--- src/rtl/dpp_pkg.sv ---
// Shared constants, register codes and color map for the depth pixel to point pipeline.
`default_nettype none

package dpp_pkg;

    localparam int PIX_W   = 8;
    localparam int UNIT_W  = 4;
    localparam int CFG_W   = 31;
    localparam int Z_W     = 20;
    localparam int XY_W    = 21;
    localparam int RGB_W   = 24;
    localparam int IDX_W   = 3;

    localparam int FULL_RES    = 100;
    localparam int SQ_SCALE    = 25600;
    localparam int SQ_BIAS     = 1300;
    localparam int SQ_DIV      = 2601;
    localparam int SQ_RECIP    = 1651275;
    localparam int RECIP_SHIFT = 32;

    localparam int A_W   = 33;
    localparam int D_W   = 39;
    localparam int MAG_W = 59;
    localparam int N_W   = 61;
    localparam int DV_W  = 40;
    localparam int Q_W   = 21;

    // z leaves the depth unit after 3 stages, the lateral units after 28
    localparam int Z_STAGES = 3;
    localparam int LAT      = 28;

    typedef enum logic [IDX_W-1:0] {
        REG_DEPTH_UNIT = 3'd0,
        REG_FOCAL_X    = 3'd1,
        REG_FOCAL_Y    = 3'd2,
        REG_CENTER_X   = 3'd3,
        REG_CENTER_Y   = 3'd4,
        REG_FRAME_COLS = 3'd5,
        REG_FRAME_ROWS = 3'd6
    } cfg_idx_t;

    function automatic logic [RGB_W-1:0] jet_color(input logic [7:0] k);
        logic [7:0] r;
        logic [7:0] g;
        logic [7:0] b;
        logic [7:0] k4;
        begin
            k4 = {k[5:0], 2'b00};
            r  = 8'd0;
            g  = 8'd0;
            b  = 8'd0;
            if (k < 8'd32)
            begin
                r = 8'd128 + k4;
            end
            else if (k < 8'd96)
            begin
                r = 8'd255;
                g = k4 - 8'd128;
            end
            else if (k == 8'd96)
            begin
                r = 8'd254;
                g = 8'd255;
                b = 8'd1;
            end
            else if (k < 8'd160)
            begin
                r = 8'd254 - (k4 - 8'd128);
                g = 8'd255;
                b = 8'd2 + (k4 - 8'd128);
            end
            else if (k < 8'd224)
            begin
                g = 8'd252 - (k4 - 8'd128);
                b = 8'd255;
            end
            else
            begin
                b = 8'd252 - (k4 - 8'd128);
            end
            jet_color = {r, g, b};
        end
    endfunction

endpackage

`default_nettype wire

--- src/rtl/dpp_depth.sv ---
// Depth unit: linear or square-law Z in 1/256 mm, three stages.
`default_nettype none

module dpp_depth (
    input  wire logic                      clk,
    input  wire logic                      en,
    input  wire logic [dpp_pkg::PIX_W-1:0] raw,
    input  wire logic [dpp_pkg::UNIT_W-1:0] unit,
    output logic      [dpp_pkg::Z_W-1:0]   z
);
    import dpp_pkg::*;

    logic [15:0] sq;
    logic [30:0] n_next;
    logic [30:0] n_s1_reg;
    logic [30:0] n_s2_reg;
    logic [Z_W-1:0] lin_next;
    logic [Z_W-1:0] lin_s1_reg;
    logic [Z_W-1:0] lin_s2_reg;
    logic sq_s1_reg;
    logic sq_s2_reg;
    logic [51:0] p_next;
    logic [51:0] p_s2_reg;
    logic [Z_W-1:0] qe;
    logic [31:0] rem;
    logic [Z_W-1:0] z_next;
    logic [Z_W-1:0] z_reg;

    assign sq       = 16'(raw) * 16'(raw);
    assign n_next   = 31'(sq) * 31'(SQ_SCALE) + 31'(SQ_BIAS);
    assign lin_next = 20'(12'(raw) * 12'(unit)) << 8;

    assign p_next = 52'(n_s1_reg) * 52'(SQ_RECIP);

    // estimate is exact or one low
    assign qe     = p_s2_reg[RECIP_SHIFT +: Z_W];
    assign rem    = 32'(n_s2_reg) - 32'(qe) * 32'(SQ_DIV);
    assign z_next = sq_s2_reg ? ((rem >= 32'(SQ_DIV)) ? qe + 20'd1 : qe) : lin_s2_reg;

    always_ff @(posedge clk)
    begin
        if (en)
        begin
            n_s1_reg   <= n_next;
            lin_s1_reg <= lin_next;
            sq_s1_reg  <= (unit == '0);
            n_s2_reg   <= n_s1_reg;
            p_s2_reg   <= p_next;
            lin_s2_reg <= lin_s1_reg;
            sq_s2_reg  <= sq_s1_reg;
            z_reg      <= z_next;
        end
    end

    assign z = z_reg;

endmodule

`default_nettype wire

--- config.mk ---
export PLATFORM = sky130hd
export DESIGN_NAME = dpp_depth
export DESIGN_NICKNAME = d
export VERILOG_FILES = /design/src/rtl/dpp_pkg.sv /design/src/rtl/dpp_depth.sv
export SDC_FILE = /design/constraint.sdc
export NUM_CORES = 1
export LEC_CHECK = 0
export BUFFER_PORTS_ARGS = -buffer_cell sky130_fd_sc_hd__buf_2
export CAP_MARGIN = 5
export CORE_AREA = 8 8 323 168
export DETAILED_ROUTE_END_ITERATION = 8
export DIE_AREA = 0 0 331 176
export PLACE_DENSITY = 0.56
export SLEW_MARGIN = 20
export SYNTH_ARGS = -nofsm -noshare
export SYNTH_HDL_FRONTEND = slang
export SYNTH_SLANG_ARGS = --single-unit
--- constraint.sdc ---
create_clock -name clk -period 7.5 [get_ports clk]
set_clock_uncertainty 0.1 [all_clocks]
set_input_delay 0.375 -clock clk [delete_from_list [all_inputs] [get_ports clk]]
set_output_delay 0.375 -clock clk [all_outputs]
set_load 0.05 [all_outputs]
==> run_results.csv, run 1 <==
group,metric,value,unit
route,viasPerCell,5.12,
clock_tree,numCtsBuffers,9,
synth,synth_commonest_cells,"inv_1, ha_1, fa_1",
route,num_vias,13896,
finish,syn_to_final_growth,7.60,%
clock_tree,cts_root_buf,"clkbuf_16",
placed_design,gp_congestion,0.984,
sta,timing.final.crit_share,95.7,%
global_routing,antenna_found_initial,3,
global_routing,grt_pass1_vias,14376,
route,dr.max_layer_used,"met4",
placed_design,dp_hpwl,45200,um
hold_path,whs_path_depth,2,
sta,setup_viol,0,
route,wl_met2,17600,um
synth,syn_nets,2679,
critical_path,critical_path.startpoint,"n_s1_reg[16]",
sta,hold_violations,0,
sta,finalMaxSlewViolations,0,
critical_path,arrival,7190,ps
sta,rsz0062_at_grt,"no",
synth,ys_seq_area_share,16.5,%
global_routing,grt_first_pass_wirelength,82800,um
global_routing,grt-ovfl-total,0,
critical_path,crit_buf_inv,4,
finish,layout.cells.non_filler,2715,
synth,synth_edf_count,108,
synth,ys_ff_latch,108,
clock_tree,cts_buffer_depth,2,
sta,slew_headroom,39.6,%
die,die_x,331,um
synth,yosysMostFrequentCell,"inv_1",
die,initial_core_util,39.6,%
critical_path,reg2reg_depth,23,
die,rows,58,
hold_path,hold_class,"in2reg",
placed_design,io_buffers,33,
sta,clock.fmax,139,MHz
clock_tree,cts_max_level,3,
finish,fillers,4922,
finish,diodes,0,
route,met3WireLength,5910,um
critical_path,critPathKind,"reg2reg",
clock_tree,clock_latency,380,ps
synth,syn_inst,1998,
clock_tree,tritoncts,"built",
synth,syn_avg_cell_area,9.84,sq um
critical_path,startpoint_type,"flop",
synth,synth_area_leader_cell,"ha_1",
sta,min_period,7180,ps
route,wl_met1,27700,um
finish,drive_above_1_share,5.01,%
die,fp.dieArea,58300,sq um
synth,netlist_top_cells_area,"ha_1, fa_1, edfxtp_1, inv_1, xnor2_1",
synth,yosys_warnings,0,
critical_path,r2r_slack,320,ps
critical_path,rr_endpoint,"p_s2_reg[51]",
route,wl_per_cell,18.9,um
die,coreArea,49600,sq um
outcome,status,"finished, final reports clean",
die,dieHeight,176,um
route,drc,0,
global_routing,grt_use_total,18.4,%
synth,netlist.area_leader.share,26.5,%
hold_path,hold_start,"unit[0]",
clock_tree,path_clk_slew,90,ps
synth,async_flop_share,0,%
sta,finalSetupTns,0,ps
route,wl,51300,um
critical_path,r2r_start,"n_s1_reg[16]",
route,drt-initial-drc-count,1131,
synth,ys_types,68,
critical_path,crit_slowest_cell,"edfxtp_1",
synth,synth_ff_type,"edfxtp_1",
critical_path,worstPathMaxFanout,7,
critical_path,endpoint_kind,"flop",
clock_tree,clkSinkCount,108,
global_routing,grt_max_degree,84,
sta,worst_pin_slew,883,ps
placed_design,place_inst,2697,
critical_path,crit_top_cell,"fa_1",
die,pin_count,34,
synth,syn_area,19700,sq um
flow_run,maxCapViolations,0,
route,first_pass_iters,5,
finish,fin_nets,2731,
critical_path,slowest_delay,580,ps
route,antenna_left,0,
critical_path,cpLargestDelayFamily,"adder cells",
critical_path,critical_path_required,7510,ps
hold_path,hold_end,"sq_s1_reg",
critical_path,crit_chain,"ha_1 -> ha_1 -> fa_1 -> fa_1 -> inv_1 -> fa_1 -> inv_1 -> fa_1 -> fa_1 -> ha_1 -> o21ai_0 -> nor2_1 -> a211oi_1 -> buf_4 -> o31ai_1 -> buf_4 -> a21oi_1 -> o21ai_0 -> o31a_1 -> a31oi_2 -> nor3_1 -> a2111oi_1 -> xnor2_1",
## area by class of cell
cell class                 count  area (sq um)  area share (%)
sequential                   108          3240            15.3
inverter                     532          2000            9.43
tap                          660           826            3.90
multi-input combinational   1329         14300            67.7
timing repair buffer          70           449            2.12
clock buffer                   9           225            1.06
clock inverter                 7          93.8           0.443
## routing by layer
| metal | vias up | track usage (%) |
|---|---|---|
| li1 | 6604 | - |
| met1 | 6809 | 30.6 |
| met2 | 472 | 22.7 |
| met3 | 11 | 6.16 |
| met4 | 0 | 1.55 |
| met5 | - | 0 |
## per-stage QoR
step                      util [%]  hold WS, ps  setup WS, ps  instance area (sq um)
after floorplan                  -          300           744                  19700
after detailed placement      41.9          305           131                  20800
after global routing          42.6          295          22.1                  21200
final                         42.6          282           322                  21200
after global placement        41.9          304           222                  20800
after CTS                     42.6          264           134                  21100
## cells by family after synthesis
| logic type | synth area share, % |
|---|---|
| buf+inv | 10.8 |
| simple gates | 7.94 |
| xor+xnor | 3.56 |
| compound gates | 8.53 |
| flops | 16.5 |
| fa+ha+maj | 52.0 |
| mux | 0.725 |
## what timing repair did
item,in CTS,in global routing
hold buffers,0,0
resized for setup,0,5
buffers inserted,0,2
endpoints found under the setup margin,0,5
## cell usage in the layout (no fill, tap or decap), drive strengths merged, types with 4 or more instances in the layout
| cell | instances |
|---|---|
| and3 | 11 |
| or4 | 8 |
| a21oi | 80 |
| o21ai | 44 |
| nand4 | 7 |
| nand2b | 6 |
| o31ai | 13 |
| a31oi | 14 |
| ha | 417 |
| xnor2 | 63 |
| or3 | 7 |
| clkbuf | 9 |
| mux2i | 12 |
| nand2 | 91 |
| nor2b | 10 |
| o2111ai | 7 |
| nor4b | 4 |
| nand3 | 31 |
| o21bai | 18 |
| fa | 250 |
| a21o | 17 |
| o21a | 15 |
| xor2 | 17 |
| o211ai | 5 |
| and2 | 36 |
| edfxtp | 108 |
| a211oi | 11 |
| nor3 | 17 |
| inv | 536 |
| o221ai | 4 |
| buf | 70 |
| nor2 | 65 |
## how the worst max path moves through the flow
stage / to / slack [ps] / cells after the start
2_1_floorplan: n_s1_reg[28] / 740 / 28
4_1_cts: p_s2_reg[51] / 130 / 21
6_report: p_s2_reg[51] / 320 / 23
5_1_grt: p_s2_reg[51] / 20 / 23
3_5_place_dp: n_s1_reg[30] / 130 / 32
3_3_place_gp: p_s2_reg[51] / 220 / 21
Power of run 1 is not shown: default switching activity piles up to over one toggle a cycle in this logic, so the estimate is an artifact.
==> run 2: changes to the inputs <==
--- a/config.mk
+++ b/config.mk
@@ -7,10 +7,10 @@
 export LEC_CHECK = 0
 export BUFFER_PORTS_ARGS = -buffer_cell sky130_fd_sc_hd__buf_2
 export CAP_MARGIN = 5
-export CORE_AREA = 8 8 323 168
+export CORE_AREA = 8 8 221 244
 export DETAILED_ROUTE_END_ITERATION = 8
-export DIE_AREA = 0 0 331 176
-export PLACE_DENSITY = 0.56
+export DIE_AREA = 0 0 229 252
+export PLACE_DENSITY = 0.55
 export SLEW_MARGIN = 20
 export SYNTH_ARGS = -nofsm -noshare
 export SYNTH_HDL_FRONTEND = slang
==> run 2 against run 1 <==
Fmax up 2.3%; hold slack gained 18 ps; sequential cell count stayed put; global-route usage is 2.3 points lower; register-to-register slack better by 160 ps; die area fell by 0.94%; setup slack better by 160 ps.
==> run_results.csv, run 2 (synthesis gave the netlist of run 1 again) <==
group,metric,value,unit
finish,fillers,4911,
die,die_x,229,um
critical_path,crit_chain,"ha_1 -> ha_1 -> inv_1 -> fa_1 -> fa_1 -> inv_1 -> fa_1 -> inv_1 -> ha_1 -> a21oi_1 -> o21a_1 -> nor2_1 -> a2111o_1 -> or4b_1 -> or4b_1 -> nor4b_2 -> nand4_2 -> o2111ai_4 -> mux2i_1 -> a211o_1",
global_routing,antenna_found_initial,0,
critical_path,critPathKind,"reg2reg",
critical_path,arrival,7030,ps
clock_tree,tritoncts,"built",
outcome,status,"finished, final reports clean",
route,wl_met1,19800,um
placed_design,dp_hpwl,39900,um
sta,timing.final.crit_share,93.5,%
finish,syn_to_final_growth,7.05,%
die,coreArea,49700,sq um
finish,fin_nets,2724,
route,drc,0,
critical_path,crit_slowest_cell,"fa_1",
route,num_vias,13438,
route,viasPerCell,4.96,
finish,post-route-util,42.4,%
global_routing,grt_pass1_vias,14625,
die,pin_count,34,
die,initial_core_util,39.6,%
clock_tree,cts_root_buf,"clkbuf_16",
placed_design,gp_congestion,0.904,
critical_path,critical_path.startpoint,"p_s2_reg[41]",
sta,finalMaxSlewViolations,0,
clock_tree,path_clk_slew,80,ps
sta,setup_viol,0,
global_routing,grt_max_degree,58,
clock_tree,cts_max_level,3,
sta,finalSetupTns,0,ps
finish,final_common_cell,"inv_1",
finish,multi_input_area,14300,sq um
die,fp.dieArea,57700,sq um
sta,hold_violations,0,
sta,slew_headroom,51.0,%
flow_run,maxCapViolations,0,
route,wl_met2,23700,um
route,dr.max_layer_used,"met4",
hold_path,hold_class,"in2reg",
route,wl_per_cell,16.9,um
finish,final_area,21100,sq um
critical_path,endpoint_kind,"flop",
sta,rsz0062_at_grt,"no",
sta,worst_pin_slew,735,ps
clock_tree,clkSinkCount,108,
sta,clock.fmax,143,MHz
clock_tree,numCtsBuffers,9,
die,rows,86,
critical_path,r2r_start,"p_s2_reg[41]",
finish,most-common-layout-cells,"inv_1, ha_1, fa_1, edfxtp_1, nand2_1",
global_routing,grt_use_total,16.1,%
finish,drive_above_1_share,4.54,%
global_routing,grt_first_pass_wirelength,75100,um
finish,regArea,3240,sq um
route,wl,45700,um
die,dieHeight,252,um
sta,min_period,7020,ps
placed_design,placed_area,20700,sq um
critical_path,critical_path_required,7510,ps
placed_design,io_buffers,33,
global_routing,grt-ovfl-total,0,
route,first_pass_iters,5,
critical_path,startpoint_type,"flop",
hold_path,hold_start,"raw[0]",
route,drt-initial-drc-count,565,
clock_tree,clock_latency,360,ps
critical_path,worstPathMaxFanout,8,
critical_path,cpLargestDelayFamily,"adder cells",
critical_path,crit_buf_inv,3,
critical_path,slowest_delay,560,ps
clock_tree,cts_buffer_depth,2,
route,met3WireLength,1260,um
finish,diodes,0,
route,antenna_left,0,
-- run 2: routing by layer --
| layer | track usage [%] | vias up |
|---|---|---|
| met5 | 0 | - |
| met2 | 30.0 | 188 |
| met3 | 1.75 | 54 |
| li1 | - | 6589 |
| met4 | 3.81 | 0 |
| met1 | 19.6 | 6607 |
-- run 2: path summary, 6_finish.rpt --
check	depth (start not counted)	to	slack, ps
worst min register to register	0	lin_s2_reg[11]	320
worst min-delay path	2	n_s1_reg[10]	300
worst max-delay path	20	z[16]	480
worst max register to register	20	z[16]	480
-- run 2: stage by stage --
stage | instances | setup WS [ps] | hold WS, ps
floorplan | 1998 | 744 | 300
global placement | 2685 | 390 | 302
detailed placement | 2685 | 219 | 305
CTS | 2701 | 191 | 296
global route | 2708 | 54.7 | 329
finish | 2708 | 484 | 300
-- run 2: layout make-up --
cell class,instances,share of cell area [%]
timing repair buffer,63,1.87
tap,660,3.92
multi-input combinational,1329,68.0
clock inverter,7,0.273
inverter,532,9.48
clock buffer,9,1.07
sequential,108,15.4
-- run 2: what timing repair did --
item | 4_1_cts | 5_1_grt
setup buffers | 0 | 7
resized for setup | 0 | 4
hold buffers | 0 | 0
endpoints found under the setup margin | 0 | 1
Power of run 2 is left out for the same reason.
